==> src/lzssw_pkg.sv <==
package lzssw_pkg;

  localparam int WinAw = 12;
  localparam int WinDepth = 1 << WinAw;
  localparam int ByteW = 8;

  localparam logic [WinAw-1:0] RegionDownBase = 12'h100;
  localparam logic [WinAw-1:0] RegionQuadBase = 12'h200;
  localparam logic [WinAw-1:0] RegionTailBase = 12'h600;

  typedef enum logic [1:0] {
    CMD_LIT   = 2'd0,
    CMD_COPY  = 2'd1,
    CMD_RESET = 2'd2
  } cmd_kind_e;

  typedef struct packed {
    cmd_kind_e        kind;
    logic [WinAw-1:0] addr;
    logic [3:0]       len_hi;
    logic             last;
  } cmd_t;

  // Contents of a window entry that has not been written since the stream began.
  function automatic logic [ByteW-1:0] prefill_byte(input logic [WinAw-1:0] a);
    logic [WinAw-1:0] off;
    logic [ByteW-1:0] v;
    off = a - RegionQuadBase;
    if (a < RegionDownBase) begin
      v = a[ByteW-1:0];
    end else if (a < RegionQuadBase) begin
      v = ~a[ByteW-1:0];
    end else if (a < RegionTailBase) begin
      v = off[ByteW+1:2];
    end else begin
      v = a[ByteW-1:0];
    end
    return v;
  endfunction

endpackage

==> src/lzssw_in_if.sv <==
interface lzssw_in_if;
  logic       valid;
  logic       ready;
  logic [7:0] in_byte;
  logic       last_in_stream;

  modport source (output valid, output in_byte, output last_in_stream, input ready);
  modport sink (input valid, input in_byte, input last_in_stream, output ready);
endinterface

==> src/lzssw_front.sv <==
module lzssw_front
  import lzssw_pkg::*;
(
  input  logic        clk_i,
  input  logic        rst_ni,
  lzssw_in_if.sink    in_i,
  output logic        cmd_valid_o,
  input  logic        cmd_ready_i,
  output cmd_t        cmd_o
);

  typedef enum logic [1:0] {
    MODE_CTRL,
    MODE_LIT,
    MODE_OFS
  } mode_e;

  mode_e      mode_q;
  logic [4:0] lit_left_q;
  logic [7:0] ctrl_q;
  logic       accept;
  logic       need_cmd;

  assign in_i.ready = cmd_ready_i;
  assign accept = in_i.valid && cmd_ready_i;

  always_comb begin
    need_cmd    = 1'b0;
    cmd_o.kind  = CMD_RESET;
    cmd_o.addr  = '0;
    cmd_o.len_hi = ctrl_q[7:4];
    cmd_o.last  = in_i.last_in_stream;
    case (mode_q)
      MODE_LIT: begin
        need_cmd   = 1'b1;
        cmd_o.kind = CMD_LIT;
        cmd_o.addr = {4'b0, in_i.in_byte};
      end
      MODE_OFS: begin
        need_cmd   = 1'b1;
        cmd_o.kind = CMD_COPY;
        cmd_o.addr = {ctrl_q[3:0], in_i.in_byte};
      end
      default: begin
        need_cmd = in_i.last_in_stream;
      end
    endcase
  end

  assign cmd_valid_o = accept && need_cmd;

  always_ff @(posedge clk_i or negedge rst_ni) begin
    if (!rst_ni) begin
      mode_q     <= MODE_CTRL;
      lit_left_q <= '0;
      ctrl_q     <= '0;
    end else if (accept) begin
      if (in_i.last_in_stream) begin
        mode_q     <= MODE_CTRL;
        lit_left_q <= '0;
        ctrl_q     <= '0;
      end else begin
        case (mode_q)
          MODE_LIT: begin
            lit_left_q <= lit_left_q - 5'd1;
            if (lit_left_q == 5'd1) begin
              mode_q <= MODE_CTRL;
            end
          end
          MODE_OFS: begin
            mode_q <= MODE_CTRL;
          end
          default: begin
            if (in_i.in_byte[7:4] == 4'h0) begin
              lit_left_q <= {1'b0, in_i.in_byte[3:0]} + 5'd1;
              mode_q     <= MODE_LIT;
            end else begin
              ctrl_q <= in_i.in_byte;
              mode_q <= MODE_OFS;
            end
          end
        endcase
      end
    end
  end

endmodule

==> src/flat_wrapper.sv <==
// flat-port wrapper written by rule: the top's interface ports become plain ports
module lzssw_front_flat import lzssw_pkg::*;
  (clk_i, rst_ni, cmd_valid_o, cmd_ready_i, cmd_o, in_i_valid, in_i_in_byte, in_i_last_in_stream, in_i_ready);
  lzssw_in_if in_i_i ();
  input  logic clk_i;
  input  logic rst_ni;
  output logic cmd_valid_o;
  input  logic cmd_ready_i;
  output cmd_t cmd_o;
  input wire logic [$bits(in_i_i.valid)-1:0] in_i_valid;
  input wire logic [$bits(in_i_i.in_byte)-1:0] in_i_in_byte;
  input wire logic [$bits(in_i_i.last_in_stream)-1:0] in_i_last_in_stream;
  output wire logic [$bits(in_i_i.ready)-1:0] in_i_ready;
  assign in_i_i.valid = in_i_valid;
  assign in_i_i.in_byte = in_i_in_byte;
  assign in_i_i.last_in_stream = in_i_last_in_stream;
  assign in_i_ready = in_i_i.ready;
  lzssw_front u_core (.clk_i(clk_i), .rst_ni(rst_ni), .in_i(in_i_i), .cmd_valid_o(cmd_valid_o), .cmd_ready_i(cmd_ready_i), .cmd_o(cmd_o));
endmodule
==> config.mk <==
export PLATFORM = sky130hd
export DESIGN_NAME = lzssw_front_flat
export DESIGN_NICKNAME = d
export VERILOG_FILES = /design/src/lzssw_pkg.sv /design/src/lzssw_in_if.sv /design/src/lzssw_front.sv /design/src/flat_wrapper.sv
export SDC_FILE = /design/constraint.sdc
export NUM_CORES = 1
export LEC_CHECK = 0
export BUFFER_PORTS_ARGS = -buffer_cell sky130_fd_sc_hd__clkbuf_2
export CAP_MARGIN = 40
export CORE_MARGIN = 2
export CORE_UTILIZATION = 30
export CTS_CLUSTER_DIAMETER = 200
export DETAILED_ROUTE_END_ITERATION = 8
export PLACE_DENSITY = 0.53
export SYNTH_ARGS = -nofsm -noshare
export SYNTH_HDL_FRONTEND = slang
export SYNTH_SLANG_ARGS = --single-unit
==> constraint.sdc <==
create_clock -name clk_i -period 1.5 [get_ports clk_i]
set_input_delay 0.075 -clock clk_i [delete_from_list [all_inputs] [get_ports clk_i]]
set_output_delay 0.075 -clock clk_i [all_outputs]
set_load 0.01 [all_outputs]
### After elaboration in Yosys (flattened, before gate mapping)

Index checks and enable logic that the tools add are counted.
Widths: inputs -> output; s select.

* logic and storage cells: 32
* flip-flop bits (word level): 15

* reduce and logical (&&, ||, !) cells: 8
* muxes and demuxes: 12
* equality and inequality tests: 7
* add/sub/neg operators: 2

Operators by type and width (count)
* $pmux 14 s2: 1
* $mux 8: 3
* $mux 5: 2
* $pmux 5 s2: 1
* $mux 2: 3
* $reduce_and 3->1: 2
* $add 4x1->5 const B: 1
* $eq 5x1->1 const B: 1
* $sub 5x1->5 const B: 1
* $logic_not 4->1: 1
* $ne 2x2->1 const B: 2
* $pmux 2 s2: 1
* $ne 3x2->1 const B: 1
* $reduce_bool 3->1: 1
* $eq 2x1->1 const B: 1
* $eq 2x2->1 const B: 1
* $logic_and 1x1->1: 2
* $ne 2x1->1 const B: 1
* $reduce_and 2->1: 1
* $reduce_or 2->1: 1
* $mux 1: 1

### Longest topological paths before layout

* word-level depth: 4
* mapped depth: 7
* depth with buffers taken out: 6

### Worst setup path after synthesis

OpenSTA, ideal clock, no wires.

* path kind: register to register
* from: register u_core.mode_q[1]
* to: register u_core.lit_left_q[2]
* path buffers: 0
* stages on the path, launching flop included: 6
* arrival: 1.413 ns
* setup slack: -0.039 ns
* library setup time: 0.126 ns
* cells stage by stage: dfrtp_1 inv_1 ha_1 o311ai_4 nor2_1 a221o_1

* cells in the longest elaborated chain, start to end: 3
* elaborated cells between the ends (all ways): 7

Ends and longest elaborated chain
* from (decl): line lzssw_front.sv:18 `mode_e mode_q;`
* from (signal assigned): line lzssw_front.sv:54 `mode_q <= MODE_CTRL;`
* from (signal assigned): line lzssw_front.sv:59 `mode_q <= MODE_CTRL;`
* from (signal assigned): line lzssw_front.sv:67 `mode_q <= MODE_CTRL;`
* $eq 2x2->1 or $eq 2x1->1 (tied branches): line lzssw_front.sv:63 `case (mode_q)`
* $pmux 5 s2 (tied with other cells): line lzssw_front.sv:63
* $mux 5 or $reduce_and 3->1 (tied branches)
* to (signal assigned): line lzssw_front.sv:65 `lit_left_q <= lit_left_q - 5'd1;`
* to (signal assigned): line lzssw_front.sv:75 `lit_left_q <= {1'b0, in_i.in_byte[3:0]} + 5'd1;`
* to (decl): line lzssw_front.sv:19 `logic [4:0] lit_left_q;`

Parallel ways exist; a longest one is shown, timed or not.
A chain may end at the register's enable or synchronous reset.

### Worst setup path after layout

Ends and elaborated chain as after synthesis.

==> flow_metrics.env <==
export IMPL_max_slew_worst_pin_slew_ns=0.419
export IMPL_outcome="complete, but fails checks"
export IMPL_avgRoutedWirePerCell_um=13.9
export IMPL_max_freq_mhz=635
export IMPL_clk_pin_slew_worst_paths_ns=0.10
export IMPL_maxSlewHeadroom_pct=71.7
export IMPL_numCtsBuffers=3
export IMPL_syn_inst=117
export IMPL_dp_hpwl_mm=2.01
export IMPL_core_sq_um=3390
export IMPL_critPathCaptureType="register"
export IMPL_static_leakage_power_nw=0.680
export IMPL_timing_final_ws_setup_ns=-0.0753
export IMPL_synthArstFlopShare_pct=100
export IMPL_drive_gt1_share_pct=46.8
export IMPL_internal_power_uw=788
export IMPL_start_util_pct=31.8
export IMPL_vias=958
export IMPL_drv_slew=0
export IMPL_comb_power_share_pct=37.3
export IMPL_finalSetupTns_ns=-0.592
export IMPL_grt_first_pass_wirelength_mm=4.53
export IMPL_layout_area_overhead_vs_synth_pct=40.0
export IMPL_num_rows=21
export IMPL_dr_pass1_iters=4
export IMPL_netlist_area_sq_um=1080
export IMPL_drc=0
export IMPL_grt_pass1_vias=941
export IMPL_port_buffers=33
export IMPL_synthFlopType="dfrtp_1"
export IMPL_place_congestion=0.757
export IMPL_critPathLaunch="u_core.mode_q[1]"
export IMPL_synth_edff_count=0
export IMPL_p_sw_uw=420
export IMPL_cts_tree="yes"
export IMPL_finalInstanceArea_sq_um=1510
export IMPL_rsz0062_at_grt="yes"
export IMPL_setup_violations=12
export IMPL_die_w_um=64.0
export IMPL_path_class="reg -> reg"
export IMPL_peakVddDrop_v=0.000529
export IMPL_viasPerCell=4.70
export IMPL_reg2reg_from="u_core.mode_q[1]"
export IMPL_path_max_fanout=6
export IMPL_ys_types=30
export IMPL_final_common_cell="clkbuf_2"
export IMPL_power_mw=1.21
export IMPL_antenna_found_initial=0
export IMPL_switching_share_pct=34.8
export IMPL_track_usage_pct=14.2
export IMPL_grt_overflow=0
export IMPL_avgSynthCellArea_sq_um=9.22
export IMPL_maxCapViolations=0
export IMPL_grt_max_degree=17
export IMPL_min_period_ns=1.58
export IMPL_cts_buffer_depth=2
export IMPL_finalHoldViolCount=0
export IMPL_htreeDepth=1
export IMPL_hold_path_class="in -> reg"
export IMPL_fin_nets=179
export IMPL_pwr_share_clk_pct=20.1
export IMPL_diodes=0
export IMPL_ys_seq_elements=15
export IMPL_powerDensity_nw_per_um2=800
export IMPL_violations="negative setup slack"
export IMPL_ys_seq_area_share_pct=34.8
export IMPL_ant_nets=0
export IMPL_worstPathRequired_ns=1.73
export IMPL_yosys_warnings=0
export IMPL_skew_ns=0.00133
export IMPL_drtIter0Drc=16
export IMPL_clock_latency_ns=0.29
export IMPL_die_h_um=64.0
export IMPL_post_dp_cell_area_sq_um=1330
export IMPL_pwr_share_seq_pct=42.5
export IMPL_cts_sinks=15
export IMPL_synth_nets=137
export IMPL_clock_root_buffer="clkbuf_4"
export IMPL_finalCritPeriodShare_pct=105
export IMPL_die_area_sq_um=4090
export IMPL_cp_data_arrival_time_ns=1.81
export IMPL_start_kind="register"
export IMPL_worstHoldStart="in_i_in_byte[1]"
export IMPL_drt_wl_total_mm=2.84
export IMPL_worst_hold_slack_ns=0.0495
export IMPL_io_pins=34
export IMPL_layout_common_cells="clkbuf_2 (25), dfrtp_1 (13), nand2_1 (12)"
## flip-flops by register name (all words and copies together), names as in the netlist
| signal | flops |
|---|---|
| u_core.ctrl_q | 8 |
| u_core.lit_left_q | 5 |
| u_core.mode_q | 2 |
## worst paths after layout
check / to / slack [ns] / depth (start not counted)
setup / recovery: u_core.lit_left_q[2] / -0.08 / 6
hold / removal: u_core.ctrl_q[1] / 0.05 / 3
min in group asynchronous: u_core.mode_q[0] / 0.25 / 2
setup reg to reg: u_core.lit_left_q[2] / -0.08 / 6
max in group asynchronous: u_core.lit_left_q[0] / 0.94 / 2
hold reg to reg: u_core.ctrl_q[3] / 0.48 / 2
## kinds of logic after synthesis
kind of cell | count (synthesis) | synth area share (%)
XOR/XNOR | 3 | 2.44
AND/OR/NAND/NOR | 53 | 29.1
multiplexers | 1 | 0.928
adder cells (fa/ha/maj) | 7 | 8.12
buffers and inverters | 14 | 7.77
flip-flops | 15 | 34.8
AO/OA/AOI/OAI | 24 | 16.8
## cell usage after synthesis, drive strengths merged (2+ instances only)
master | n | area share (%)
ha | 7 | 8.1
nand2b | 10 | 5.8
or2b | 2 | 1.4
a22o | 2 | 1.6
nor2 | 4 | 1.4
o31ai | 3 | 2.1
o21ai | 15 | 8.0
nor3 | 2 | 0.93
nor4b | 2 | 1.6
inv | 5 | 1.7
dfrtp | 15 | 35
nor3b | 2 | 1.4
xnor2 | 3 | 2.4
and2 | 14 | 8.2
nand3 | 2 | 0.93
nand2 | 12 | 4.2
buf | 8 | 5.7
## power by group through the flow
stage | Sequential (mW) | Combinational (mW) | Clock (mW)
CTS | 0.509 | 0.421 | 0.254
global route | 0.524 | 0.498 | 0.273
global placement | 0.508 | 0.383 | 0
detailed placement | 0.512 | 0.390 | 0
finish | 0.514 | 0.451 | 0.243
floorplan | 0.500 | 0.253 | 0
## worst max-delay path: stages (launching register included)
cell,delay [ns]
dfrtp_2,0.45
inv_2,0.09
ha_2,0.21
buf_4,0.15
inv_4,0.05
nor4b_1,0.38
a221o_1,0.18
## metal layers
metal | global-route usage [%] | wire length [um] | part of all wire, % | vias up
met4 | 3.26 | 27 | 0.95 | 0
met3 | 2.82 | 93 | 3.3 | 2
met5 | 0 | 0 | 0 | -
met2 | 25.0 | 1480 | 52 | 27
met1 | 17.7 | 1240 | 44 | 451
li1 | - | - | - | 478
## cell type report
type                    count  area, sq um
clock buffers               3         22.5
clock inverters             1         5.00
repair buffers             46          329
fillers                   331         1880
well taps                  46         57.6
inverters                   5         21.3
multi-input cells          88          697
flip-flops and latches     15          378
## through the flow
stage | std cells | setup WS (ns) | util, %
2_1_floorplan | 117 | 0.00419 | -
3_3_place_gp | 198 | 0.0194 | 39.3
3_5_place_dp | 198 | -0.0297 | 39.3
4_1_cts | 204 | -0.128 | 42.5
5_1_grt | 204 | -0.146 | 44.6
6_report | 204 | -0.0753 | 44.6
## what timing repair did
| item | in CTS | in global routing |
|---|---|---|
| setup endpoints to repair | 13 | 19 |
| gates resized for setup | 18 | 33 |
| hold buffers | 1 | 0 |
| endpoints found under the hold margin | 15 | 0 |
| buffers inserted | 3 | 1 |
| pin swaps | 4 | 13 |
Power figures use the tool's default switching activity.
