[src/lzssw_pkg.sv]
package lzssw_pkg;

  localparam int WinAw = 12;
  localparam int WinDepth = 1 << WinAw;
  localparam int ByteW = 8;

  localparam logic [WinAw-1:0] RegionDownBase = 12'h100;
  localparam logic [WinAw-1:0] RegionQuadBase = 12'h200;
  localparam logic [WinAw-1:0] RegionTailBase = 12'h600;

  typedef enum logic [1:0] {
    CMD_LIT   = 2'd0,
    CMD_COPY  = 2'd1,
    CMD_RESET = 2'd2
  } cmd_kind_e;

  typedef struct packed {
    cmd_kind_e        kind;
    logic [WinAw-1:0] addr;
    logic [3:0]       len_hi;
    logic             last;
  } cmd_t;

  // Contents of a window entry that has not been written since the stream began.
  function automatic logic [ByteW-1:0] prefill_byte(input logic [WinAw-1:0] a);
    logic [WinAw-1:0] off;
    logic [ByteW-1:0] v;
    off = a - RegionQuadBase;
    if (a < RegionDownBase) begin
      v = a[ByteW-1:0];
    end else if (a < RegionQuadBase) begin
      v = ~a[ByteW-1:0];
    end else if (a < RegionTailBase) begin
      v = off[ByteW+1:2];
    end else begin
      v = a[ByteW-1:0];
    end
    return v;
  endfunction

endpackage

[src/lzssw_cmd_fifo.sv]
module lzssw_cmd_fifo
  import lzssw_pkg::*;
#(
  parameter int Depth = 2
) (
  input  logic clk_i,
  input  logic rst_ni,
  input  logic push_valid_i,
  output logic push_ready_o,
  input  cmd_t push_data_i,
  output logic pop_valid_o,
  input  logic pop_ready_i,
  output cmd_t pop_data_o
);

  localparam int Aw = (Depth > 1) ? $clog2(Depth) : 1;
  localparam int Cw = $clog2(Depth + 1);
  localparam logic [Aw-1:0] LastIdx = Aw'(Depth - 1);
  localparam logic [Cw-1:0] Full = Cw'(Depth);

  cmd_t          slot_q [Depth];
  logic [Aw-1:0] wr_q;
  logic [Aw-1:0] rd_q;
  logic [Cw-1:0] cnt_q;
  logic          do_push;
  logic          do_pop;

  assign push_ready_o = (cnt_q != Full);
  assign pop_valid_o  = (cnt_q != '0);
  assign pop_data_o   = slot_q[rd_q];
  assign do_push = push_valid_i && push_ready_o;
  assign do_pop  = pop_valid_o && pop_ready_i;

  always_ff @(posedge clk_i) begin
    if (do_push) begin
      slot_q[wr_q] <= push_data_i;
    end
  end

  always_ff @(posedge clk_i or negedge rst_ni) begin
    if (!rst_ni) begin
      wr_q  <= '0;
      rd_q  <= '0;
      cnt_q <= '0;
    end else begin
      if (do_push) begin
        wr_q <= (wr_q == LastIdx) ? '0 : wr_q + Aw'(1);
      end
      if (do_pop) begin
        rd_q <= (rd_q == LastIdx) ? '0 : rd_q + Aw'(1);
      end
      if (do_push && !do_pop) begin
        cnt_q <= cnt_q + Cw'(1);
      end else if (do_pop && !do_push) begin
        cnt_q <= cnt_q - Cw'(1);
      end
    end
  end

endmodule

[config.mk]
export PLATFORM = sky130hd
export DESIGN_NAME = lzssw_cmd_fifo
export DESIGN_NICKNAME = d
export VERILOG_FILES = /design/src/lzssw_pkg.sv /design/src/lzssw_cmd_fifo.sv
export SDC_FILE = /design/constraint.sdc
export NUM_CORES = 1
export LEC_CHECK = 0
export BUFFER_PORTS_ARGS = -buffer_cell sky130_fd_sc_hd__buf_2
export CORE_MARGIN = 5
export CORE_UTILIZATION = 54
export DETAILED_ROUTE_END_ITERATION = 6
export GPL_TIMING_DRIVEN = 0
export PLACE_DENSITY = 0.82
export SETUP_SLACK_MARGIN = 0.5
export SLEW_MARGIN = 20
export SYNTH_ARGS = -nofsm -noshare
export SYNTH_HDL_FRONTEND = slang
export SYNTH_SLANG_ARGS = --single-unit
[constraint.sdc]
create_clock -name clk_i -period 2.85 [get_ports clk_i]
set_clock_uncertainty 0.05 [all_clocks]
set_input_delay 0.1425 -clock clk_i [delete_from_list [all_inputs] [get_ports clk_i]]
set_output_delay 0.1425 -clock clk_i [all_outputs]
set_load 0.005 [all_outputs]
; After elaboration in Yosys (flattened, before gate mapping)
; Memory sizes are Yosys's and may differ from the RTL's.
; Index checks and enable logic that the tools add are counted.
; W data, S select, Z words.
[totals]
output_inout_bits = 21
memories = 1
in_bits = 23
wordCells = 23
reg_bits = 4
ramBits = 38
[op_classes]
muxes = 6
add_sub_neg = 4
n_reduce_logical = 8
n_eq_ne = 1
[memory_table]
columns = memory, depth, word_bits, read_ports, rd_clocked_by_memory_dff, wr, line_no
row1 = slot_q, 2, 19, 1, 0, 1, lzssw_cmd_fifo.sv:21  ; cmd_t slot_q [Depth];
[ops]
columns = cell, n
row1 = $logic_and A1 B1 Y1, 4
row2 = $mux W1, 4
row3 = $mux W2, 2
row4 = $reduce_bool A2 Y1, 2
row5 = $add A1 B1 Y1 const B, 2
row6 = $add A2 B1 Y2 const B, 1
row7 = $logic_not A1 Y1, 2
row8 = $ne A2 B2 Y1 const B, 1
row9 = $sub A2 B1 Y2 const B, 1

; Depth between registers and ports, before layout
; Gate-level depths: netlist of run 1.
[logic_depth]
depth_word = 6
depth_mapped = 7
ltp_nobuf = 7

; Worst setup path before layout of run 1
; No wires, ideal clock.
[synth_timing]
path_kind = register to register
start = register cnt_q[0]
end = memory slot_q[0][0] in the netlist's numbering (enable)
t_arrival_ns = 1.455
synth_period_minus_slack_ns = 1.899
path_slack_ns = 0.951
path_buffers = 0
stages_incl_launch_ff = 4
required_time_ns = 2.405
setup_ns = 0.395
path_cell_list = dfrtp_1 -> nand2b_4 -> nand2_1 -> nor2_1
[synth_via]
elab_chain_len = 4
[synth_rtl]
columns = element, line_no
row1 = "start, declared", lzssw_cmd_fifo.sv:24  ; logic [Cw-1:0] cnt_q;
row2 = "start signal, assigned", lzssw_cmd_fifo.sv:53  ; cnt_q <= cnt_q + Cw'(1);
row3 = "start signal, assigned", lzssw_cmd_fifo.sv:55  ; cnt_q <= cnt_q - Cw'(1);
row4 = $ne A2 B2 Y1, lzssw_cmd_fifo.sv:28  ; assign push_ready_o = (cnt_q != Full);
row5 = net push_ready_o, lzssw_cmd_fifo.sv:9  ; output logic push_ready_o,
row6 = $logic_and A1 B1 Y1, lzssw_cmd_fifo.sv:31  ; assign do_push = push_valid_i && push_ready_o;
row7 = $mux W1, lzssw_cmd_fifo.sv:35  ; if (do_push) begin
row8 = $mux W1 (implied by the code), lzssw_cmd_fifo.sv:36  ; slot_q[wr_q] <= push_data_i;
row9 = "end, declared", lzssw_cmd_fifo.sv:21
; The timed path passes the listed nets, and every way through them passes these cells.

; Final worst setup path of run 1
[layout_timing]
start = register cnt_q[0]
end = memory slot_q[1][14] in the netlist's numbering (enable)
[layout_via]
elab_chain_len = 4
[layout_rtl]
columns = element, line_no
row1 = $ne A2 B2 Y1, lzssw_cmd_fifo.sv:28
row2 = $logic_and A1 B1 Y1, lzssw_cmd_fifo.sv:31
row3 = $mux W1, lzssw_cmd_fifo.sv:35
row4 = $mux W1 (implied by the code), lzssw_cmd_fifo.sv:36
; Every way passes these cells.

==> results of run 1 <==
[cell families after synthesis]
kind of cell,count (synthesis),synth area share
buf+inv,3,0.0165
xor+xnor,5,0.0276
simple gates,7,0.0323
fa+ha+maj,1,0.00787
mux,19,0.135
flops,42,0.781
[state kept, by name, indices dropped and copies added (netlist names)]
register and count:
cnt_q 2, wr_q 1, slot_q 38, rd_q 1
[stage by stage]
stage / area [um^2] / setup WS (ns) / hold slack (ns) / util / cells
global placement: 1840 / 0.537 / -0.101 / 0.663 / 151
global route: 2150 / 0.932 / 0.0690 / 0.771 / 181
CTS: 2150 / 1.03 / 0.0558 / 0.771 / 181
detailed placement: 1860 / 1.05 / -0.0957 / 0.668 / 152
floorplan: 1590 / 0.951 / -0.203 / - / 77
finish: 2150 / 1.06 / 0.0992 / 0.771 / 181
[power by group through the flow]
stage	sequential, W	combinational, W	clock, W
6_report	0.000911	0.000639	0.000366
5_1_grt	0.000928	0.000701	0.000412
4_1_cts	0.000911	0.000647	0.000378
3_5_place_dp	0.000926	0.000621	0
3_3_place_gp	0.000915	0.000591	0
2_1_floorplan	0.000907	0.000398	0
[worst min-delay path by stage]
stage / start / end / slack, ns / depth (start not counted)
2_1_floorplan: rst_ni / cnt_q[0] / -0.20 / 0
3_3_place_gp: rst_ni / cnt_q[0] / -0.10 / 1
3_5_place_dp: rst_ni / wr_q / -0.1 / 1
4_1_cts: rst_ni / cnt_q[0] / 0.06 / 2
5_1_grt: rst_ni / wr_q / 0.07 / 2
6_report: rst_ni / cnt_q[0] / 0.1 / 2
[cell usage after synthesis (all sizes together)]
| cell type | count | area share |
|---|---|---|
| and3 | 1 | 0.0039 |
| mux2 | 19 | 0.13 |
| xnor2 | 3 | 0.017 |
| nor2 | 2 | 0.0047 |
| xor2 | 2 | 0.011 |
| buf | 2 | 0.014 |
| nand2 | 2 | 0.0094 |
| ha | 1 | 0.0079 |
| dfrtp | 4 | 0.063 |
| edfxtp | 38 | 0.72 |
| or2 | 1 | 0.0055 |
| inv | 1 | 0.0024 |
| nand2b | 1 | 0.0087 |
[repair_timing]
item | 4_1_cts | 5_1_grt
hold buffers | 21 | 0
endpoints found under the hold margin | 43 | 0
setup buffers | 0 | 0
[metal layers]
metal	up-vias	share of wire	track usage
met4	0	0.0036	0.0382
li1	433	-	-
met5	-	0	0
met3	2	0.066	0.0665
met1	435	0.38	0.168
met2	29	0.55	0.264
[worst register-to-register path, delay by kind of cell, from the launching register on]
family,cells,cell delay [ns]
AND/OR/NAND/NOR,2,0.92
flip-flops,1,0.45
[layout make-up]
type | instances | area, um^2
sequential | 42 | 1240
fill | 162 | 636
timing repair buffer | 65 | 437
multi-input combinational | 32 | 324
clock buffer | 6 | 41.3
tap | 31 | 38.8
clock inverter | 2 | 37.5
buffer | 2 | 22.5
inverter | 1 | 3.75
==> impl_metrics.py, run 1 <==
metrics = {
    "power": {
        "power_frac_seq": 0.476,
        "power_frac_comb": 0.334,
        "totalPowerFinal_w": 0.00192,
        "leakagePower_nw": 0.847,
        "peakVddDrop_mv": 0.856,
        "p_clk_frac": 0.191,
        "swShare": 0.278,
        "p_int_w": 0.00138,
        "p_switching_w": 0.000533,
        "power_density_nw_per_um2": 893,
    },
    "critical_path": {
        "cp.arrival_ns": 1.70,
        "critPathKind": "reg -> reg",
        "critPathTopFamily": "simple AND/OR/NAND/NOR gates",
        "rrSetupSlack_ns": 1.06,
        "worst-path-stages": 2,
        "cpPeakStageDelay_ns": 0.76,
        "crit_chain": "nand2b_4 > and3_1",
        "critPathCapture": "slot_q[1][14]",
        "crit_path_start": "cnt_q[0]",
        "r2r-end": "slot_q[1][14]",
        "start_kind": "register",
        "critPathBufInv": 0,
        "crit_path_max_fanout": 19,
        "rr_worst_depth": 2,
        "slowest_stage": "and3_1",
        "required_ns": 2.77,
        "crit_path_end_kind": "register",
        "rr_startpoint": "cnt_q[0]",
    },
    "cts": {
        "htree_levels": 2,
        "cts_resized": 0,
        "clk_latency_ns": 0.34,
        "cts_root_buf": "clkbuf_4",
        "clkSinkCount": 42,
        "cts_tree": "done",
        "numCtsBuffers": 5,
        "clockBufferDepth": 2,
        "clkTransAtPathRegs_ns": 0.12,
    },
    "place": {
        "gp_congestion": 0.625,
        "io_buffer_count": 43,
        "hpwlAfterDp_um": 1760,
    },
    "route": {
        "dr.pass1.iters": 4,
        "drc": 0,
        "wl_per_cell_um": 15.5,
        "wl_um": 2810,
        "ant_nets": 0,
        "vias": 899,
        "drt-initial-drc-count": 14,
        "viasPerCell": 4.97,
    },
    "layout": {
        "syn_to_final_growth_pct": 35.0,
        "drive_gt1_frac": 0.507,
        "diodes": 0,
        "final_cell_mix": "buf_2 (43), edfxtp_1 (38), dlygate4sd3_1 (21)",
        "layout_commonest_cell": "buf_2",
        "fin_nets": 173,
    },
    "sta": {
        "finalHoldViolCount": 0,
        "rsz0062_at_grt": "false",
        "finalSetupViolations": 0,
        "fin_crit_sh": 0.627,
        "max_freq_mhz": 559,
        "slew_headroom": 0.396,
        "finalSetupTns_ns": 0,
        "maxSlewViolCount": 0,
        "min_period_ns": 1.79,
        "worst_slew_pin_slew_ns": 0.906,
    },
    "yosys": {
        "avgSynthCellArea_um2": 20.6,
        "synth_seq_cells": 42,
        "netlist_area_um2": 1590,
        "ys_warn_count": 0,
        "ys_types": 14,
        "ys_seq_area_frac": 0.781,
        "synthCells": 77,
        "syn-num-nets": 101,
    },
    "floorplan": {
        "die_area_um2": 4130,
        "die_h_um": 64.2,
        "rows": 19,
        "coreArea_um2": 2780,
        "die_x_um": 64.2,
        "io_pins": 44,
        "initial_core_util": 0.571,
    },
    "outcome": {
        "run_status": "finished, final reports clean",
    },
    "job": {
        "max-cap-violations": 0,
    },
    "global_route": {
        "grt_max_degree": 20,
        "grt_pass1_wl_um": 4670,
        "grt_use_total": 0.151,
        "antenna_found_initial": 0,
        "grt_pass1_vias": 1025,
        "grt-ovfl-total": 0,
    },
    "worst_hold_path": {
        "hp-class": "in -> async",
    },
}
(Power assumes the default switching activity.)
==> inputs of run 2 (changes only) <==
- ABC_AREA: default -> 1
- CORE_UTILIZATION: 54 -> 46
- PLACE_DENSITY: 0.82 -> 0.74
- clock period: 2.85 -> 1.44 ns (I/O delays scaled with it)
==> run 2 against run 1 <==
Design area rose by 14%. Count of clock-buffer cells in the layout rose by 1. Global-route usage fell by 0.19 points. Worst hold slack got worse by 0.020 ns. Flip-flop and latch count did not move. Sequential power rose by 98%. Wire length rose by 22%. Setup slack got worse by 1.0 ns. Clock power rose by 96%. Combinational power rose to 3.1 times the previous value. Synthesized cell count rose by 66%. Register-to-register slack got worse by 0.99 ns. Largest power group is now combinational cells. Highest routed layer unchanged.
==> impl_metrics.py, run 2 <==
metrics = {
    "outcome": {
        "run_status": "finished, final reports clean",
    },
    "route": {
        "wl_per_cell_um": 13.2,
        "dr.pass1.iters": 4,
        "wl_um": 3440,
        "vias": 1197,
        "drt-initial-drc-count": 35,
        "ant_nets": 0,
        "viasPerCell": 4.59,
        "drc": 0,
    },
    "yosys": {
        "avgSynthCellArea_um2": 12.7,
        "ys_top_cells_by_count": "nand2_1 (63), edfxtp_1 (38), inv_1 (5)",
        "ys.flop_type": "edfxtp_1",
        "synthArstFlopShare": 0.0952,
        "synth.top_cell.area_share": 0.702,
        "synth_most_common_cell": "nand2_1",
        "ys_seq_area_frac": 0.763,
        "synth.largest_area_cell": "edfxtp_1",
        "synthCells": 128,
        "synth_seq_cells": 42,
        "netlist_area_um2": 1630,
        "ys_warn_count": 0,
        "synth.area.top_cells": "edfxtp_1 (70%), nand2_1 (15%), dfrtp_1 (6.2%)",
        "syn-num-nets": 152,
        "ys_types": 15,
        "synth_edf_count": 38,
    },
    "layout": {
        "diodes": 0,
        "syn_to_final_growth_pct": 51.0,
        "drive_gt1_frac": 0.409,
        "final_cell_area_um2": 2460,
        "final_cell_mix": "nand2_1 (58), buf_2 (41), edfxtp_1 (38)",
        "layout_commonest_cell": "nand2_1",
        "reg.largest.list": "slot_q x38, cnt_q x2",
        "fin_nets": 238,
        "max_flop_register": "slot_q",
        "largest_register_ffs": 38,
    },
    "job": {
        "max-cap-violations": 0,
    },
    "critical_path": {
        "crit_path_end_kind": "output pin",
        "cpPeakStageDelay_ns": 0.43,
        "rrSetupSlack_ns": 0.07,
        "cp.arrival_ns": 1.26,
        "cp_common_cell": "nand2_1",
        "crit_path_max_fanout": 10,
        "rr_startpoint": "cnt_q[0]",
        "critPathCapture": "pop_data_o[8]",
        "r2r-end": "cnt_q[1]",
        "worst-path-stages": 5,
        "required_ns": 1.32,
        "critPathTopFamily": "flip-flops",
        "slowest_stage": "dfrtp_1",
        "rr_worst_depth": 8,
        "crit_chain": "inv_2 > buf_6 > nand2_1 > nand2_1 > buf_2",
        "critPathBufInv": 3,
        "start_kind": "register",
        "critPathKind": "reg -> out",
        "crit_path_start": "rd_q",
    },
    "sta": {
        "finalSetupViolations": 0,
        "min_period_ns": 1.38,
        "worst_slew_pin_slew_ns": 0.215,
        "max_freq_mhz": 726,
        "maxSlewViolCount": 0,
        "fin_crit_sh": 0.957,
        "rsz0062_at_grt": "true",
        "finalHoldViolCount": 0,
        "slew_headroom": 0.856,
    },
    "cts": {
        "htree_levels": 2,
        "numCtsBuffers": 5,
        "cts_tree": "done",
        "clkTransAtPathRegs_ns": 0.12,
        "clkSinkCount": 42,
        "cts_root_buf": "clkbuf_4",
        "clk_latency_ns": 0.35,
        "clockBufferDepth": 2,
    },
    "place": {
        "io_buffer_count": 43,
        "hpwlAfterDp_um": 2010,
        "gp_congestion": 0.690,
        "placed_area_um2": 1930,
    },
    "global_route": {
        "grt-ovfl-total": 0,
        "grt_pass1_wl_um": 5550,
        "use_met1": 0.158,
        "use_met2": 0.268,
        "antenna_found_initial": 0,
        "grt_pass1_vias": 1215,
        "grt_max_degree": 20,
        "met3_usage": 0.0594,
        "grt_use_total": 0.149,
        "grt.busiest_layer": "met2",
    },
    "floorplan": {
        "die_area_um2": 4830,
        "coreArea_um2": 3390,
        "initial_core_util": 0.480,
        "die_x_um": 69.5,
        "rows": 21,
        "die_h_um": 69.5,
        "io_pins": 44,
    },
    "power": {
        "leakagePower_nw": 1.09,
        "power_density_nw_per_um2": 1840,
        "totalPowerFinal_w": 0.00453,
        "peakVddDrop_mv": 1.34,
    },
    "worst_hold_path": {
        "hp-class": "in -> reg",
    },
}
[run 2: cell types whose count changed after synthesis, moves of 3 or more]
cell / change
buf_2: +3
inv_1: +4
mux2_2: -19
nand2_1: +62
[run 2: area by class of cell]
type | count | area, um^2
plain buffers | 4 | 41.3
clock inverters | 1 | 30.0
inverters | 7 | 28.8
clock buffers | 7 | 45.0
fillers | 236 | 933
flip-flops and latches | 42 | 1240
multi-input cells | 75 | 404
well taps | 46 | 57.6
repair buffers | 79 | 607
[run 2: metrics by stage]
stage	util	cells	setup WS (ns)	setup TNS, ns	hold slack [ns]
5_1_grt	0.725	261	-0.0373	-0.176	0.0565
4_1_cts	0.696	256	0.0799	0	0.0658
3_5_place_dp	0.568	217	-0.0746	-2.70	-0.164
2_1_floorplan	-	128	0.119	0	-0.274
3_3_place_gp	0.568	217	-0.0467	-1.71	-0.166
6_report	0.725	261	0.0623	0	0.0789
[run 2: per-layer routing]
| metal | wire length (um) | part of all wire |
|---|---|---|
| met1 | 1390 | 0.40 |
| met4 | 45 | 0.013 |
| met3 | 210 | 0.061 |
| met2 | 1790 | 0.52 |
| met5 | 0 | 0 |
[run 2: what timing repair did]
item                                    CTS  global route
hold endpoints to repair                 43             0
cloned                                    0             2
gates resized for setup                  14            10
buffers inserted                          9             3
pin swaps                                 8             6
endpoints found under the setup margin   63            63
hold buffers                             22             0
[run 2: worst reg2reg max path, stage by stage (launching register included)]
cell and delay, ns:
dfrtp_1 0.42, inv_2 0.12, nand2_4 0.09, nand2_8 0.10
inv_4 0.04, ha_4 0.27, inv_2 0.04, nand4_1 0.08
nand2_1 0.06
[run 2: cell families (layout without fill, tap and decap cells)]
kind of cell,after synthesis,count (layout),synth area share
adder cells (fa/ha/maj),1,1,0.00769
XOR/XNOR,2,2,0.0154
AND/OR/NAND/NOR,72,72,0.182
buffers and inverters,11,98,0.0323
flip-flops,42,42,0.763
[run 2: worst min-delay path by stage]
stage	start	endpoint	slack, ns	depth (start not counted)
after floorplan	rst_ni	cnt_q[0]	-0.27	0
after CTS	push_valid_i	wr_q	0.07	4
after global routing	push_valid_i	wr_q	0.06	4
after global placement	rst_ni	cnt_q[0]	-0.17	1
after detailed placement	rst_ni	cnt_q[0]	-0.16	1
final	push_valid_i	wr_q	0.08	4
[run 2: power by group]
group          switching [W]  total [W]  internal, W
combinational        0.00102    0.00201     0.000994
sequential          0.000122    0.00180      0.00168
clock               0.000350   0.000718     0.000368
